===== src/sv/klcam_pkg.sv =====
// Shared constants, types and codes of the key list table.
// No dependencies; every other file of the block imports this package.
package klcam_pkg;

   // Table geometry
   localparam int MAX_ENTRIES = 8;
   localparam int MAX_TOKENS  = 4;
   localparam int IN_TOKENS   = 4;
   localparam int TOKEN_W     = 64;
   localparam int SLOT_W      = $clog2(MAX_ENTRIES);
   localparam int CNT_W       = $clog2(MAX_ENTRIES + 1);
   localparam int LEN_W       = 3;
   localparam int OUT_SLOT_W  = 3;
   // Longest key length that a 3 bit count can carry after saturation
   localparam int LEN_SAT     = (MAX_TOKENS > 7) ? 7 : MAX_TOKENS;

   typedef enum logic [1:0] {
      ACT_LOOKUP = 2'd0,
      ACT_INSERT = 2'd1,
      ACT_CLEAR  = 2'd2
   } action_type;

   typedef enum logic [1:0] {
      ST_IDLE,
      ST_RUN,
      ST_HOLD
   } state_type;

   typedef logic [MAX_TOKENS-1:0][TOKEN_W-1:0] key_type;

   // Packet that walks the row of cells, one cell per cycle
   typedef struct packed {
      logic                valid;
      action_type          action;
      logic [LEN_W-1:0]    len;
      key_type             tokens;
      logic [SLOT_W-1:0]   target;
      logic                found;
      logic [SLOT_W-1:0]   found_slot;
      logic                recent_hit;
   } pkt_type;

   // Table status handed from the controller to the cells
   typedef struct packed {
      logic [CNT_W-1:0]  fill_count;
      logic              recent_valid;
      logic [SLOT_W-1:0] recent_slot;
      logic [SLOT_W-1:0] ins_slot;
   } ctx_type;

   typedef struct packed {
      logic                  hit;
      logic [OUT_SLOT_W-1:0] slot;
   } res_type;

endpackage


===== src/sv/klcam_ctrl.sv =====
// Table status, item sequencing and response register of the key list table.
// Depends on klcam_pkg.
module klcam_ctrl import klcam_pkg::*; (
   input  logic    clock,
   input  logic    reset,
   input  logic    req_fire,
   input  pkt_type exit_pkt,
   input  logic    rsp_ready,
   output logic    req_ready,
   output ctx_type ctx,
   output logic    rsp_valid,
   output res_type rsp_res
);

   state_type         st_ff, st_in;
   logic [CNT_W-1:0]  fill_ff, fill_in;
   logic [SLOT_W-1:0] evict_ff, evict_in;
   logic              recent_valid_ff, recent_valid_in;
   logic [SLOT_W-1:0] recent_slot_ff, recent_slot_in;
   logic              rsp_valid_ff, rsp_valid_in;
   res_type           rsp_res_ff, rsp_res_in;
   res_type           hold_ff, hold_in;
   res_type           fin;
   logic              rsp_free;
   logic              load_rsp;
   logic              load_hold;
   logic              full;

   assign full     = fill_ff == CNT_W'(MAX_ENTRIES);
   assign rsp_free = !rsp_valid_ff || rsp_ready;

   // Next state
   always_comb begin
      st_in = st_ff;
      case (st_ff)
         ST_IDLE: begin
            if (req_fire) st_in = ST_RUN;
         end
         ST_RUN: begin
            if (exit_pkt.valid) st_in = rsp_free ? ST_IDLE : ST_HOLD;
         end
         ST_HOLD: begin
            if (rsp_ready) st_in = ST_IDLE;
         end
         default: st_in = ST_IDLE;
      endcase
   end

   // Handshake and load controls
   always_comb begin
      req_ready = 1'b0;
      load_rsp  = 1'b0;
      load_hold = 1'b0;
      case (st_ff)
         ST_IDLE: req_ready = 1'b1;
         ST_RUN: begin
            load_rsp  = exit_pkt.valid && rsp_free;
            load_hold = exit_pkt.valid && !rsp_free;
         end
         ST_HOLD: load_rsp = rsp_ready;
         default: ;
      endcase
   end

   // Finish the item leaving the row: result and table status
   always_comb begin
      fill_in         = fill_ff;
      evict_in        = evict_ff;
      recent_valid_in = recent_valid_ff;
      recent_slot_in  = recent_slot_ff;
      fin             = '0;
      if (exit_pkt.valid) begin
         case (exit_pkt.action)
            ACT_LOOKUP: begin
               if (exit_pkt.recent_hit) begin
                  fin.hit  = 1'b1;
                  fin.slot = OUT_SLOT_W'(recent_slot_ff);
               end else if (exit_pkt.found) begin
                  fin.hit         = 1'b1;
                  fin.slot        = OUT_SLOT_W'(exit_pkt.found_slot);
                  recent_valid_in = 1'b1;
                  recent_slot_in  = exit_pkt.found_slot;
               end
            end
            ACT_INSERT: begin
               fin.hit  = 1'b1;
               fin.slot = OUT_SLOT_W'(exit_pkt.target);
               if (!full) begin
                  fill_in = fill_ff + CNT_W'(1);
               end else if (evict_ff == SLOT_W'(MAX_ENTRIES - 1)) begin
                  evict_in = '0;
               end else begin
                  evict_in = evict_ff + SLOT_W'(1);
               end
               recent_valid_in = 1'b1;
               recent_slot_in  = exit_pkt.target;
            end
            ACT_CLEAR: begin
               fill_in         = '0;
               recent_valid_in = 1'b0;
               recent_slot_in  = '0;
            end
            default: ;
         endcase
      end
   end

   // Response register and holding stage
   always_comb begin
      hold_in    = load_hold ? fin : hold_ff;
      rsp_res_in = rsp_res_ff;
      if (load_rsp) rsp_res_in = (st_ff == ST_HOLD) ? hold_ff : fin;
      if (load_rsp)       rsp_valid_in = 1'b1;
      else if (rsp_ready) rsp_valid_in = 1'b0;
      else                rsp_valid_in = rsp_valid_ff;
   end

   always_ff @(posedge clock) begin
      if (reset) begin
         st_ff           <= ST_IDLE;
         fill_ff         <= '0;
         evict_ff        <= '0;
         recent_valid_ff <= 1'b0;
         recent_slot_ff  <= '0;
         rsp_valid_ff    <= 1'b0;
      end else begin
         st_ff           <= st_in;
         fill_ff         <= fill_in;
         evict_ff        <= evict_in;
         recent_valid_ff <= recent_valid_in;
         recent_slot_ff  <= recent_slot_in;
         rsp_valid_ff    <= rsp_valid_in;
      end
   end

   always_ff @(posedge clock) begin
      rsp_res_ff <= rsp_res_in;
      hold_ff    <= hold_in;
   end

   // Status for the cells and the insert target for the next item
   always_comb begin
      ctx.fill_count   = fill_ff;
      ctx.recent_valid = recent_valid_ff;
      ctx.recent_slot  = recent_slot_ff;
      ctx.ins_slot     = full ? evict_ff : SLOT_W'(fill_ff);
   end

   assign rsp_valid = rsp_valid_ff;
   assign rsp_res   = rsp_res_ff;

endmodule


===== config.mk =====
export PLATFORM = sky130hd
export DESIGN_NAME = klcam_ctrl
export DESIGN_NICKNAME = d
export VERILOG_FILES = /design/src/sv/klcam_pkg.sv /design/src/sv/klcam_ctrl.sv
export SDC_FILE = /design/constraint.sdc
export NUM_CORES = 1
export LEC_CHECK = 0
export ABC_AREA = 1
export BUFFER_PORTS_ARGS = -buffer_cell sky130_fd_sc_hd__buf_2
export CAP_MARGIN = 20
export CORE_AREA = 2 2 114 116
export CTS_BUF_LIST = sky130_fd_sc_hd__clkbuf_16
export CTS_CLUSTER_SIZE = 14
export DETAILED_ROUTE_END_ITERATION = 10
export DIE_AREA = 0 0 116 118
export PLACE_DENSITY_LB_ADDON = 0.25
export SYNTH_ARGS = -nofsm -noshare
export SYNTH_HDL_FRONTEND = slang
export SYNTH_SLANG_ARGS = --single-unit

===== constraint.sdc =====
create_clock -name clock -period 1.48 [get_ports clock]
set_clock_uncertainty 0.1 [all_clocks]
set_input_delay 0.296 -clock clock [delete_from_list [all_inputs] [get_ports clock]]
set_output_delay 0.296 -clock clock [all_outputs]
set_load 0.02 [all_outputs]

==> results summary <==
Among all stages on the critical path, the largest delay is contributed by dfxtp_4. Grouping stages by cell kind, the critical path spends the most delay in flip-flops. In this design, the stage delay of the slowest critical-path cell is 0.35 ns. The checks that failed: setup timing.

The actual slew at the worst max-slew pin came out at 0.400 ns. Sorting the synthesized cells by area gives the leading types as dfxtp_1 (20%), edfxtp_1 (17%), nand2_1 (16%). The number of synthesized register bits came out at 22. The worst setup path is captured at an output pin. The final hold violation count is 0. The total wirelength of the detailed-routed design came out at 4090 um.

Synthesis handed over a netlist of 199 instances. The count of TritonRoute iterations in the first routing pass is 4. The count of input and output buffers came out at 31. Power spread over the standard cell area amounts to 786 nW/um^2.

The max-slew violation count came out at 0. The total half-perimeter wirelength after legalization and detailed placement came out at 3390 um. The final-stage net count is 541. In this run, the number of DRC markers left after iteration 0 of detailed routing was 23. The TritonCTS clock tree is built.

The commonest cells after synthesis are nand2_1 (58), inv_1 (31), nor2_1 (25). After synthesis, the share of flip-flops with an asynchronous set or reset is 0. In this run the number of H-tree levels came out at 1. The reported max-cap violation count came out at 0. The number of global-route vias before repair was 1359. A synthesized cell averages 7.05 um^2. The longest clock path from root to sink contains 2 buffers. The class of the tightest hold or removal check is in2reg. The full die area is 13700 um^2. Routability-driven placement finished with a final weighted congestion of 0.710. The number of nets produced by synthesis came out at 486. The final cycle utilization of the critical path came out at 1.11. Traced cell by cell, the critical path runs through inv_4, ha_4, nand3_4, nor2_4, a21oi_4, buf_6.

The initial antenna violation count came out at 0. The total overflow left after global routing is 0. The vertical die dimension came out at 118 um. The number of setup violations in the final report is 3.

The cell taking the most area after synthesis is dfxtp_1. The data required time of the critical path came out at 1.08 ns. The slack of the worst reg-to-reg path came out at 0.10 ns. The antenna violation net count after detailed routing is 0. Yosys instantiated no cell more often than nand2_1. Measured against its own limit, the worst slew margin works out to 0.733. The standard-cell row count came out at 41. The leakage power is 1.00 nW. In the synthesized netlist the dominant register cell turns out to be dfxtp_1. The total clock sinks is 22. The number of warnings reported in the yosys synthesis log is 0. The sum of buffers and inverters on the critical path came out at 2.

The wire length of the first global-routing pass is 6640 um. The detailed-route DRC error count came out at 0. Buffers inserted during clock tree synthesis total 3. The path type of the worst setup path is reg2out. The worst-case setup margin in the final layout is -0.159 ns. Relative to the synthesized area, the layout overhead comes to 50.8%. The number of unique standard cell types used by synthesis is 20. The antenna diode count came out at 0. The count of flip-flops with a built-in enable after synthesis is 8. STA classifies the critical path startpoint as a flip-flop. Setup repair after global routing could not meet its margin everywhere. The highest clock rate came out at 0.610 GHz.

The clock insertion delay at the later pin of the skew report came out at 0.26 ns. Counting I/O delays and the setup requirement, the final critical path takes 1.64 ns. The flow ran to the end, but the final reports show violations. Across the VDD grid, the largest voltage drop is 0.351 mV.

The detail-routed via count per cell is 3.14. The total number of vias is 1335. The initial utilization of the core area, before any placement, comes to 0.113. The endpoint arrival time on the critical path came out at 1.24 ns.

The share of post-route cells with drive strength above 1 is 0.312. The clock slew seen by the registers of the worst setup and hold paths is 0.07 ns. The area share of the largest cell type after synthesis is 0.200. The root buffer cell chosen for the clock tree is clkbuf_16. In this run the count of I/O pins placed on the die edge is 291. Across every metal layer, demand over resource in global routing totals 0.0619. The post-synthesis instance area is 1400 um^2. The area of the placeable core came out at 12400 um^2.

The number of buffers inserted for hold repair after clock tree synthesis came out at 0. In this run the worst path has a maximum fanout of 4. The routed length per instance is 9.61 um. The sequential area share after synthesis is 0.371. The floorplan step set the die width to 116 um. The design draws 0.00166 W. The utilization after layout is 0.170. Entering global routing, the biggest net connects 13 pins. Summed over all failing endpoints, the final setup total negative slack is -0.423 ns.
## where the power goes
part	leakage (nW)	internal [W]	switching [W]
Combinational	0.775	0.000167	0.000223
Sequential	0.187	0.000650	0.0000184
Clock	0.0385	0.000362	0.000243
Total	1.00	0.00118	0.000485
## registers in the layout (all words and copies together), names as in the netlist
| register | count |
|---|---|
| evict_ff | 3 |
| fill_ff | 4 |
| hold_ff | 4 |
| recent_slot_ff | 3 |
| recent_valid_ff | 1 |
| rsp_res | 4 |
| rsp_valid | 1 |
| st_ff | 2 |
## layout by cell type (no fill, tap or decap), types with 3 or more instances in the layout
| cell | instances |
|---|---|
| clkbuf_16 | 3 |
| a21oi_1 | 6 |
| edfxtp_1 | 8 |
| o21ai_0 | 9 |
| buf_4 | 22 |
| nand3_1 | 18 |
| buf_2 | 28 |
| nor2_4 | 4 |
| buf_6 | 3 |
| inv_1 | 29 |
| dfxtp_1 | 10 |
| nor2_1 | 23 |
| nand2_1 | 57 |
| ha_1 | 11 |
## layout make-up
| cell class | count | area [um^2] |
|---|---|---|
| Clock buffer | 3 | 75.1 |
| Clock inverter | 1 | 3.75 |
| Fill cell | 1474 | 10300 |
| Inverter | 33 | 129 |
| Multi-Input combinational cell | 140 | 802 |
| Sequential cell | 22 | 531 |
| Tap cell | 172 | 215 |
| Timing Repair Buffer | 54 | 359 |
## per-layer routing
| layer | GRT usage | part of all wire | wire length, um |
|---|---|---|---|
| met5 | 0 | 0 | 0 |
| met4 | 0.0268 | 0.018 | 75 |
| met3 | 0.0108 | 0.026 | 106 |
| met2 | 0.103 | 0.48 | 1970 |
| met1 | 0.0774 | 0.47 | 1930 |
## worst paths after layout
kind	from	end	cells after the start
max reg2reg	st_ff[0]	rsp_res[0]	6
min reg2reg	st_ff[1]	st_ff[1]	2
max	fill_ff[1]	ctx[1]	6
min	reset	st_ff[0]	2
## cell families (layout without fill, tap and decap cells)
group                      after synthesis  after routing  synth area share
AOI/OAI and AO/OA                       17             17            0.0607
adders and majority gates               13             13             0.116
and+or+nand+nor                        110            110             0.343
buffers and inverters                   37             91             0.109
DFF                                     22             22             0.371
## through the flow
stage | instance area [um^2] | std cells | setup WS (ns) | hold WS (ns)
floorplan | 1470 | 199 | 0.000438 | 0.265
global placement | 1980 | 419 | -0.134 | 0.388
finish | 2110 | 425 | -0.159 | 0.165
CTS | 2090 | 424 | -0.199 | 0.166
detailed placement | 1980 | 419 | -0.154 | 0.393
global route | 2110 | 425 | -0.232 | 0.170
## what timing repair did
action	4_1_cts	5_1_grt
buffers inserted	1	1
endpoints found under the setup margin	3	8
gates resized for setup	10	5
pin swaps	2	2
Note: power is estimated with default switching activity, not from simulation.
