## src/sv/klcam_pkg.sv

```systemverilog
// Shared constants, types and codes of the key list table.
// No dependencies; every other file of the block imports this package.
package klcam_pkg;

   // Table geometry
   localparam int MAX_ENTRIES = 8;
   localparam int MAX_TOKENS  = 4;
   localparam int IN_TOKENS   = 4;
   localparam int TOKEN_W     = 64;
   localparam int SLOT_W      = $clog2(MAX_ENTRIES);
   localparam int CNT_W       = $clog2(MAX_ENTRIES + 1);
   localparam int LEN_W       = 3;
   localparam int OUT_SLOT_W  = 3;
   // Longest key length that a 3 bit count can carry after saturation
   localparam int LEN_SAT     = (MAX_TOKENS > 7) ? 7 : MAX_TOKENS;

   typedef enum logic [1:0] {
      ACT_LOOKUP = 2'd0,
      ACT_INSERT = 2'd1,
      ACT_CLEAR  = 2'd2
   } action_type;

   typedef enum logic [1:0] {
      ST_IDLE,
      ST_RUN,
      ST_HOLD
   } state_type;

   typedef logic [MAX_TOKENS-1:0][TOKEN_W-1:0] key_type;

   // Packet that walks the row of cells, one cell per cycle
   typedef struct packed {
      logic                valid;
      action_type          action;
      logic [LEN_W-1:0]    len;
      key_type             tokens;
      logic [SLOT_W-1:0]   target;
      logic                found;
      logic [SLOT_W-1:0]   found_slot;
      logic                recent_hit;
   } pkt_type;

   // Table status handed from the controller to the cells
   typedef struct packed {
      logic [CNT_W-1:0]  fill_count;
      logic              recent_valid;
      logic [SLOT_W-1:0] recent_slot;
      logic [SLOT_W-1:0] ins_slot;
   } ctx_type;

   typedef struct packed {
      logic                  hit;
      logic [OUT_SLOT_W-1:0] slot;
   } res_type;

endpackage

```

## src/sv/klcam_cell.sv

```systemverilog
// One slot of the table: stored key plus one stage of the travelling packet.
// Depends on klcam_pkg.
module klcam_cell import klcam_pkg::*; (
   input  logic              clock,
   input  logic              reset,
   input  logic [SLOT_W-1:0] idx,
   input  ctx_type           ctx,
   input  pkt_type           up_pkt,
   output pkt_type           dn_pkt
);

   key_type          tok_ff;
   logic [LEN_W-1:0] len_ff;
   pkt_type          pkt_ff;
   pkt_type          pkt_in;
   logic             filled;
   logic             match;
   logic             write_en;

   // Compare the passing key with this slot
   always_comb begin
      filled   = CNT_W'(idx) < ctx.fill_count;
      match    = filled && (len_ff == up_pkt.len) && (tok_ff == up_pkt.tokens);
      write_en = up_pkt.valid && (up_pkt.action == ACT_INSERT) && (up_pkt.target == idx);
   end

   // Mark the first match and a match on the recent slot
   always_comb begin
      pkt_in = up_pkt;
      if (up_pkt.valid && (up_pkt.action == ACT_LOOKUP)) begin
         if (match && !up_pkt.found) begin
            pkt_in.found      = 1'b1;
            pkt_in.found_slot = idx;
         end
         if (match && ctx.recent_valid && (ctx.recent_slot == idx)) begin
            pkt_in.recent_hit = 1'b1;
         end
      end
   end

   // Advance the packet to the next cell
   always_ff @(posedge clock) begin
      if (reset) begin
         pkt_ff.valid <= 1'b0;
      end else begin
         pkt_ff <= pkt_in;
      end
   end

   // Store the key when an insert targets this slot
   always_ff @(posedge clock) begin
      if (write_en) begin
         tok_ff <= up_pkt.tokens;
         len_ff <= up_pkt.len;
      end
   end

   assign dn_pkt = pkt_ff;

endmodule

```

## config.mk

```make
export PLATFORM = sky130hd
export DESIGN_NAME = klcam_cell
export DESIGN_NICKNAME = d
export VERILOG_FILES = /design/src/sv/klcam_pkg.sv /design/src/sv/klcam_cell.sv
export SDC_FILE = /design/constraint.sdc
export NUM_CORES = 1
export LEC_CHECK = 0
export ABC_AREA = 1
export ABC_CLOCK_PERIOD_IN_PS = 133300
export BUFFER_PORTS_ARGS = -buffer_cell sky130_fd_sc_hd__buf_2
export CAP_MARGIN = 20
export CORE_MARGIN = 2
export CORE_UTILIZATION = 44
export CTS_CLUSTER_SIZE = 12
export DETAILED_ROUTE_END_ITERATION = 12
export PLACE_DENSITY = 0.68
export SYNTH_ARGS = -nofsm -noshare
export SYNTH_HDL_FRONTEND = slang
export SYNTH_SLANG_ARGS = --single-unit
export TNS_END_PERCENT = 5
```

## constraint.sdc

```tcl
create_clock -name clock -period 133.3 [get_ports clock]
set_input_delay 19.995 -clock clock [delete_from_list [all_inputs] [get_ports clock]]
set_output_delay 19.995 -clock clock [all_outputs]
set_load 0.005 [all_outputs]
```

==> results of run 1 <==
per-layer routing:
metal / part of all wire [%] / routed length [um]
met2: 49 / 22910
met4: 2.9 / 1369
met1: 41 / 19200
met5: 0.19 / 88
met3: 7.0 / 3292
registers in the layout, summed over array words and instances, names as in the netlist:
name    cells
tok_ff    256
dn_pkt    270
len_ff      3
per-stage QoR:
step	setup WS (ns)	total power, W	hold WS, ns	instance area, sq um
2_1_floorplan	71.07	0.0002097	0.8816	21140
3_3_place_gp	110.35	0.0002235	1.011	24730
3_5_place_dp	110.25	0.0002245	1.003	24730
4_1_cts	110.88	0.0003622	1.015	26280
5_1_grt	110.70	0.0003709	1.107	26280
6_report	110.88	0.0003579	0.9898	26290
worst max-delay path: stages:
cell       delay, ns
buf_2           0.12
inv_1           0.11
or2_2           0.12
nand3_1         0.07
a2111oi_2       0.38
buf_12          0.71
buf_4           0.97
cells by family after synthesis:
logic type | Yosys count
compound gates | 29
xor+xnor | 125
fa+ha+maj | 2
buf+inv | 313
flops | 529
simple gates | 728
cell type report:
type / instances / share of cell area (%)
Multi-Input combinational cell: 884 / 15.57
Clock inverter: 15 / 0.4045
Timing Repair Buffer: 556 / 10.67
Tap cell: 615 / 2.927
Antenna cell: 3 / 0.02856
Sequential cell: 529 / 60.39
Inverter: 313 / 4.498
Clock buffer: 72 / 5.516
path summary, 6_finish.rpt:
| path | end | slack, ns | cells past startpoint |
|---|---|---|---|
| min | dn_pkt[4] | 0.99 | 7 |
| max | tok_ff[132] | 110.88 | 7 |
| min reg2reg | dn_pkt[4] | 0.99 | 7 |
| max reg2reg | dn_pkt[3] | 131.07 | 14 |
power by group:
group / internal [W] / leakage (nW) / switching, W
logic: 0.0000110 / 5.88 / 0.0000152
clock network: 0.0000774 / 0.756 / 0.0000598
registers: 0.000192 / 4.98 / 0.00000231
cells in the final DEF (no fill, tap or decap), types with 2 or more instances in the layout:
cell,n
nand4_1,10
clkinv_1,6
o21ai_0,18
nor2_1,166
inv_6,2
nor2_4,2
inv_1,311
nor2_2,2
xnor2_1,95
nand2_1,532
ha_1,2
clkbuf_16,55
clkbuf_1,16
nand3_1,11
diode_2,3
clkinv_2,4
xor2_1,30
edfxtp_1,528
buf_2,552
buf_4,3
o21ai_1,6
==> impl_summary.md, run 1 <==
Cells and area
Summing all flip-flop and latch instances after layout gives 0.01588 sq mm. After the last flow step, the layout net total stands at 2626. The final cell utilization of the core is 55.29%. The count of fill cells added during filler insertion is 3932. The synthesis-to-layout area growth is 24.38%. Excluding fillers, the count of instances in the completed layout stands at 2987. In the final layout, the multi-input gates occupy 0.004093 sq mm. The ratio of cells with drive above 1 in the final layout is 26.64%.

Logic synthesis
Synthesis handed over a netlist of 1726 instances. The area share of the largest cell type after synthesis is 75.01%. In this run, synthesis produced a sequential element count of 529. The largest family of logic cells by synthesized area is simple AND/OR/NAND/NOR gates. After synthesis, the cell types taking the most area are edfxtp_1, nand2_1, inv_1. The area fraction in and, or, nand and nor cells after synthesis is 13.28%. Yosys mapped a number of flops with a built-in enable equal to 528. The synthesized netlist devotes 5.180% of its cell area to XOR and XNOR gates. The compound-cell area share of the yosys netlist is 0.7577%. Yosys instantiated no cell more often than nand2_1. The async set-or-reset flop fraction in the synthesized netlist is 0%. The mean cell area of the mapped netlist is 12.25 sq um. The most used flip-flop cell after synthesis is edfxtp_1. The number of nets handed over by synthesis was 2014.

The mapped cell area is 0.02114 sq mm. After synthesis, the share of cell area in mux cells is 0%. The biggest area contributor in the post-synthesis netlist is edfxtp_1. The adder and majority cell fraction of the synthesized area is 0.1184%. Synthesis instantiated 25 different standard cells from the library. By count the netlist is led by nand2_1, edfxtp_1, inv_1. The sequential fraction of the synthesis area is 75.11%. Yosys printed 0 warnings.

Route
The number of nets with antenna violations after detailed routing is 0. The first-pass iteration count of the detailed router is 5. In the final routed layout, each cell accounts on average for 15.69 um. The remaining routing DRC violations is 0.

The initial DRC count is 755. After detailed routing, the number of vias per cell comes to 4.582. Summed over all layers, the routed wires come to 46860 um.

The routed layout has 13690 vias.

Critical path
The data required time of the critical path is 133.50 ns. The type of element launching the critical path is an input pin. The origin of the worst setup path is idx[0]. The category of the critical setup timing path is in2reg. Of all nets on the critical path, the largest fanout is 179. The launch point of the worst reg-to-reg path is tok_ff[219]. The arrival time of the worst setup path is 22.62 ns. The worst setup path is captured at a flop.

Min path
The source of the worst hold timing path is tok_ff[48]. The worst hold path belongs to the class reg2reg.

Floorplan
In this run the standard cell core region covers 0.04755 sq mm. The area of the die is 0.04981 sq mm. The initial standard-cell utilization of the core is 44.46%.

The I/O pin count is 556. The die height is 223.2 um. The initialized floorplan defines 80 standard-cell rows. From left edge to right edge, the die measures 223.2 um.

Placed design
The wire-length estimate of the detail-placed layout is 34350 um. In this run the tool buffered the top-level ports with 552 buffer cells. After detailed placement, the design holds a cell count of 2897. The congestion estimate from routability-driven global placement came to 0.8110.

Clock tree
The latest clock arrival within the worst-skew pair is 0.58 ns. TritonCTS built the clock tree. The number of hold buffers added after cts is 0.

The maximum clock path buffer count is 3. The count of cells resized by post-cts repair is 0. The clock drives 529 sinks. Clock-pin slew was measured on the worst setup and hold paths at 0.06 ns. The H-tree was split into 2 levels. The tree is rooted in a clkbuf_16. Once the clock tree was built, the setup fixing pass inserted 0 buffers. Buffers inserted during clock tree synthesis total 54.

GRT
For met2 alone, demand over resource in global routing was 31.27%. In the global route stage, met1 resource usage came out at 23.02%. Summed over all layers, the global routing overflow is 0. The first global-routing pass estimated 71140 um of wire. Global routing used 4.794% of the available met3 tracks. The global-route usage over all layers is 18.42%. The number of antenna violations at the first check in global routing came to 10.

The pin count of the biggest net entering global routing is 180. The via count of the first global-routing pass is 13460. The layer carrying the most global-route usage is met2.

Timing
Subtracting the final worst setup slack from the clock period gives 22.42 ns. The worst relative slew slack is 29.09%. The peak clock frequency supported by timing is 44.61 MHz.

Setup repair after global routing left no endpoint under its margin. On the final layout, the worst clock skew is 0.01784 ns. The post-route fraction of the period consumed by the critical path is 16.82%. The final number of hold-violating endpoints is 0.

The total negative slack for setup checks is 0 ns. The measured slew at the worst slew-check pin is 1.064 ns. The final number of max-transition violations is 0. The final number of setup-violating endpoints is 0.

Power and ir drop
The static leakage is 11.62 nW. For this design the ratio of total power to cell area is 13.61 mW/mm^2. The highest ir drop seen on vdd is 0.01228 mV.

Flow run
The tool flagged a number of max-cap violations equal to 0.

Status
The flow ran to the end, and the final reports show no timing, DRC or antenna violations.
Power figures use the tool's default switching activity.
==> inputs of run 2 (changes only) <==
Settings changed: ABC_CLOCK_PERIOD_IN_PS 133300 to 18100, PLACE_DENSITY 0.68 to 0.71.
Clock period 133.3 ns to 18.1 ns, I/O delays scaled along.
==> run 2 against run 1 <==
Effect of this change:
- sequential power rose to 7.3 times the previous value
- sequential cell count did not move
- count of clock-buffer cells in the layout fell by 6
- total power rose to 7.4 times the previous value
- cell count fell by 0.10%
- design area rose by 0.23%
==> impl_summary.md, run 2 (synthesis gave the netlist of run 1 again) <==
Power and ir drop
For this design the static power due to leakage is 11.65 nW. The highest ir drop seen on vdd is 0.06935 mV. The power per cell area is 101.1 mW/mm^2.

Critical path
Grouping stages by cell kind, the critical path spends the most delay in buffers and inverters. For this run, the slowest stage of the critical path takes 0.91 ns. The launch point of the worst reg-to-reg path is tok_ff[93]. The critical path's slowest cell is buf_4. The type of element launching the critical path is an input pin. The category of the critical setup timing path is in2reg. At the worst endpoint, the required time is 18.29 ns. The reg2reg setup slack is 15.84 ns. The worst register-to-register path ends at dn_pkt[1].

Traced cell by cell, the critical path runs through buf_2 > inv_1 > or2_2 > nand3_1 > a2111oi_4 > buf_12 > buf_4. Counting both buffers and inverters, the worst setup path holds a total of 4. STA classifies the critical path endpoint as a flop. The arrival time of the worst setup path is 5.39 ns. The depth of the worst register-to-register path is 14.

The largest fanout of any net on the critical path is 185.

Clock tree
The number of hold buffers added after cts is 0. The buffer cell driving the clock tree root is clkbuf_16. The total number of H-tree levels is 2. The clock sink count is 529. TritonCTS built the clock tree.

The longest clock path from root to sink contains 3 buffers. The clock transition time at the flip-flop clock pins of the worst setup and hold paths is 0.06 ns. The later pin in the worst-skew pair is clocked with a latency of 0.57 ns. In this run, post-CTS repair resized a total of 0 instances. The number of buffers created by CTS is 55. The count of buffers added by post-CTS timing repair for setup is 0.

Route
In the routed layout, each cell is associated on average with a via count of 4.639. The first TritonRoute pass finished after 5 iterations. In the final routed layout, each cell accounts on average for 15.92 um.

The number of nets with antenna violations after detailed routing is 0. After the first detailed-routing iteration, the DRC count stood at 760. The routed layout has 13840 vias. In the routed design, unresolved DRC markers number 0.

The routed design has 47490 um of wire.

Min path
The path class of the tightest hold or removal check is reg2reg. The source of the worst hold timing path is tok_ff[48]. For hold timing, the worst endpoint is dn_pkt[4].

The worst hold path passes through 7 cells.

Floorplan
556 I/O pins were placed. From bottom edge to top edge, the die measures 223.2 um. In this run the standard cell core region covers 0.04755 sq mm. The number of placement rows is 80. Measured along the x axis, the die boundary spans 223.2 um. The die covers 0.04981 sq mm. For this configuration, the core starts out at a cell density of 44.46%.

Placed design
Detailed placement ended at an HPWL of 34770 um. During placement, the flow inserted port buffers numbering 552. The post-placement cell area is 0.02474 sq mm. The routability congestion estimate is 0.7908.

GRT
The pin count of the biggest net entering global routing is 186. The wire length of the first global-routing pass is 72300 um. The via count of the first global-routing pass was 13720.

The global-route usage over all layers is 18.72%. The number of antenna violations at the first check in global routing was 8. The total overflow left after global routing is 0.

Timing
At the pin with the least slew margin, the transition time is 1.185 ns. The total negative slack for setup checks is 0 ns. The final number of max-transition violations was 0. The final number of hold-violating endpoints is 0.

For this run, the top clock speed supported by timing is 192.3 MHz. The final number of setup-violating endpoints is 0. The post-route clock skew is 0.009435 ns.

The worst relative slew slack is 21.00%. Setup repair after global routing left no endpoint under its margin. The worst path needs 5.201 ns of the cycle, external delays included. The post-route fraction of the period consumed by the critical path is 28.74%.

Cells and area
For this run, the post-layout net count is 2627. The register with the most flip-flops in the layout has 270 of them. The synthesis-to-layout area growth is 24.67%. Leaving out fill and tap cells, the most frequent cell in the layout is buf_2. Cells fill 55.42% of the core in the end.

After routing the design area is 0.02635 sq mm. The post-route netlist has 26.80% of its cells at a drive strength greater than 1. Leaving out fill and tap cells, the most frequent cells in the layout are buf_2, nand2_1, edfxtp_1, inv_1, nor2_1.

Flow run
The number of max-cap violations is 0.

Status
The run finished with clean final reports.
==> run 2: changes by cell type in the layout (fill, tap and decap cells not counted), sizes merged <==
cell / before / now
clkinv: 11 / 13
clkbuf: 72 / 66
bufinv: 1 / 2
==> run 2: layout make-up <==
class	instances	area, sq um
fill	3885	21200
clock inverter	18	145.1
inverter	313	1182
antenna	3	7.507
sequential	529	15880
tap	615	769.5
multi-input combinational	884	4105
timing repair buffer	556	2805
clock buffer	66	1460
==> run 2: how the worst max path moves through the flow <==
stage,start,endpoint,slack (ns),cells past startpoint
floorplan,idx[0],len_ff[0],6.06,4
global placement,idx[0],tok_ff[24],12.47,7
detailed placement,idx[0],tok_ff[222],12.40,7
CTS,idx[0],tok_ff[98],13.04,7
global route,idx[0],tok_ff[141],12.82,7
finish,idx[0],tok_ff[184],12.90,7
==> run 2: through the flow <==
step | setup WS [ns] | total power [W] | cells | hold slack, ns
floorplan | 6.060 | 0.001535 | 1726 | 0.8816
global placement | 12.47 | 0.001646 | 2897 | 0.9955
detailed placement | 12.40 | 0.001654 | 2897 | 1.010
CTS | 13.04 | 0.002694 | 2981 | 1.012
global route | 12.82 | 0.002755 | 2983 | 1.071
finish | 12.90 | 0.002663 | 2984 | 1.004
==> run 2: worst register-to-register path: stages (launching register included) <==
cell and delay, ns:
edfxtp_1 0.40, inv_1 0.07, nand2_1 0.05, nand2_1 0.06, nand2_1 0.05, nor2_1 0.13, nand2_1 0.08, nor2_1 0.25
nand2_1 0.17, inv_1 0.08, nand2_1 0.04, nor2_1 0.26, nand4_1 0.22, nand2_1 0.11, nand2_1 0.05
==> run 2: layer usage <==
| layer | vias to the layer above | track usage (%) | share of wire, % |
|---|---|---|---|
| met1 | 6510 | 22.58 | 40 |
| met5 | - | 0 | 0.11 |
| li1 | 6766 | - | - |
| met3 | 90 | 4.320 | 6.6 |
| met4 | 10 | 6.711 | 2.7 |
| met2 | 468 | 32.93 | 51 |
==> run 2: power breakdown <==
group	switching [W]	total, W	internal [W]
combinational	0.000112	0.000193	0.0000807
sequential	0.0000173	0.00143	0.00142
clock	0.000443	0.00104	0.000594
==> inputs of run 3 (changes only) <==
Settings changed: ABC_CLOCK_PERIOD_IN_PS 18100 to 4800, PLACE_DENSITY 0.71 to 0.68.
Clock period 18.1 ns to 4.8 ns, I/O delays scaled along.
==> run 3 against run 2 <==
Effect of this change:
- routed wire length fell by 0.76%
- sequential cell count did not move
- design area barely moved
- combinational power rose to 3.8 times the previous value
- critical endpoint is now dn_pkt[2]
==> impl_summary.md, run 3 (synthesis gave the netlist of run 1 again) <==
Timing
Timing would allow up to 464.8 MHz. Setup repair after global routing left no endpoint under its margin. The final number of hold-violating endpoints came to 0.

After layout, the worst path uses 44.82% of the clock period. The worst relative slew slack is 41.73%. The final number of max-transition violations is 0. The post-route clock skew is 0.01096 ns. Setup violations remaining at the end of the flow were counted as 0. The measured slew at the worst slew-check pin is 0.8740 ns.

The post-route minimum period is 2.151 ns.

GRT
After global routing the overflow that remains totals 0. The first global-routing pass estimated 72090 um of wire. The via count of the first global-routing pass is 13680. For this run, the total global-route usage over all layers was measured as 18.59%. The pin count of the biggest net entering global routing is 140.

The number of antenna violations at the first check in global routing is 6.

Clock tree
In this run the deepest clock path goes through 3 buffers. Buffers inserted to repair hold after CTS numbered 0. The total number of H-tree levels is 2.

TritonCTS created 54 clock buffers. Clock tree synthesis selected as its root buffer the cell clkbuf_16. The count of cells resized by post-cts repair is 0. Once the clock tree was built, the setup fixing pass inserted 0 buffers. The tree built by TritonCTS fans out to 529 sinks. The latest clock arrival within the worst-skew pair is 0.59 ns. The clock tree from TritonCTS is done. After clock tree synthesis, the clock-pin slew on the worst setup and hold paths is 0.06 ns.

Min path
The sink of the worst hold path is tok_ff[88]. The worst hold-check path type is in2reg. Along the worst hold path, the cell count comes to 1.

The startpoint identified for the worst hold timing path is up_pkt[96].

Critical path
The worst setup path is captured at a flop. The largest fanout of any net on the critical path is 3. Data on the critical path arrives at its endpoint at 2.48 ns. Across all register-to-register paths, the minimum setup slack is 2.65 ns.

The data required time of the critical path is 5.13 ns. The category of the critical setup timing path is reg2reg. The origin of the worst setup path is tok_ff[179]. The endpoint of the worst-slack reg-to-reg timing path is dn_pkt[2].

The startpoint identified for the worst register-to-register timing path is tok_ff[179]. The worst setup path is launched from a flop. The depth of the worst register-to-register path is 14.

Placed design
The half-perimeter wire length of the detailed placement result is 34610 um. The routability congestion estimate is 0.7830. The number of port buffers is 552.

After detailed placement, the total cell area comes to 0.02480 sq mm.

Cells and area
The top cell types in the final layout, fill and taps aside, are buf_2, nand2_1, edfxtp_1, inv_1, nor2_1. In the final layout, the multi-input gates occupy 0.004126 sq mm. Measured on the finished design, the core utilization comes to 55.44%. Across the whole layout, storage elements account for 0.01588 sq mm. In the final design database the tool counted 2626 nets. The ratio of cells with drive above 1 in the final layout is 26.90%. Fill cells in the final layout number 3913.

Compared with the post-synthesis result, the final layout area differs by 24.72%. The most common library cell in the layout ignoring fill and taps is buf_2. The flip-flop count of the largest register, all copies and words added is 270. Summing all non-filler instances in the final layout gives an area of 0.02636 sq mm.

Route
The first detailed-routing pass took 8 iterations. The average wire per standard cell is 15.78 um. The remaining routing DRC violations is 0. Across all layers, the routed design uses 13740 vias. The count of nets left with antenna violations once routing finished came out at 0. In this run, the number of DRC markers left after iteration 0 of detailed routing was 866.

The final layout contains routed wiring with a total length of 47130 um. Using the TritonRoute via totals, the vias-per-cell ratio works out to 4.602.

Power and ir drop
The analysis attributes to cell leakage a power of 11.64 nW. In this run the power density over the cells is 376.1 mW/mm^2. The worst-case IR drop observed on VDD is 0.3075 mV.

Floorplan
The floorplan step defined a die boundary enclosing 0.04981 sq mm. 556 I/O pins were placed. The number of placement rows is 80. Measured along the y axis, the die boundary spans 223.2 um. The initial standard-cell utilization of the core is 44.46%.

The floorplan die width is 223.2 um. The placeable core region is 0.04755 sq mm.

Status
The flow ran to the end, and the final reports show no timing, DRC or antenna violations.

Flow run
Max-cap violations in this run came to 0.
==> run 3: cell count changes in the layout (fill, tap and decap cells not counted), moves of 2 or more <==
cell	change
inv_1	-3
bufinv_16	-2
buf_12	+3
inv_6	-2
inv_2	+2
clkbuf_1	+2
buf_4	-3
clkinv_1	+4
==> run 3: cell type report <==
class                           count  area share (%)
Sequential cell                   529           60.22
Multi-Input combinational cell    884           15.65
Timing Repair Buffer              556           10.78
Clock buffer                       68           5.567
Inverter                          313           4.514
Tap cell                          615           2.919
Clock inverter                     18          0.3133
Antenna cell                        3         0.02848
==> run 3: per-layer routing <==
| layer | GRT usage, % | wire length [um] |
|---|---|---|
| met1 | 22.86 | 18980 |
| met2 | 32.17 | 23580 |
| met4 | 5.889 | 1251 |
| met3 | 4.794 | 3277 |
| met5 | 0 | 48 |
==> run 3: worst max-delay path by stage <==
stage           endpoint  slack [ns]  cells past startpoint
6_report       dn_pkt[2]        2.65                     14
5_1_grt        dn_pkt[2]        2.46                     12
4_1_cts        dn_pkt[2]        2.61                     12
3_5_place_dp   dn_pkt[1]        2.15                     13
3_3_place_gp   dn_pkt[3]        2.22                     15
2_1_floorplan  len_ff[0]       -5.13                      4
==> run 3: report_power, final <==
part           internal (W)  total (W)  switching, W
combinational      0.000308   0.000737      0.000428
sequential          0.00534    0.00540     0.0000633
clock               0.00213    0.00378       0.00165
total               0.00777    0.00991       0.00214
==> run 3: through the flow <==
stage | cells | setup TNS [ns] | power [W] | hold WS (ns) | setup slack [ns]
2_1_floorplan | 1726 | -1791.90 | 0.005791 | 0.7912 | -5.134
3_3_place_gp | 2897 | 0 | 0.006215 | 0.9297 | 2.215
3_5_place_dp | 2897 | 0 | 0.006245 | 0.9340 | 2.152
4_1_cts | 2983 | 0 | 0.01003 | 0.2956 | 2.607
5_1_grt | 2984 | 0 | 0.01028 | 0.3106 | 2.462
6_report | 2986 | 0 | 0.009915 | 0.3413 | 2.649
==> run 3: worst max-delay path: stages, from the launching register on <==
cell and delay, ns:
edfxtp_1 0.39, inv_1 0.07, nand2_1 0.05, nand2_1 0.05, nand2_1 0.05, nor2_1 0.19, nand2_1 0.08, nor2_1 0.21
nand2_1 0.15, inv_1 0.07, nand2_1 0.08, nor2_1 0.16, nand4_1 0.18, nand2_1 0.12, nand2_1 0.06
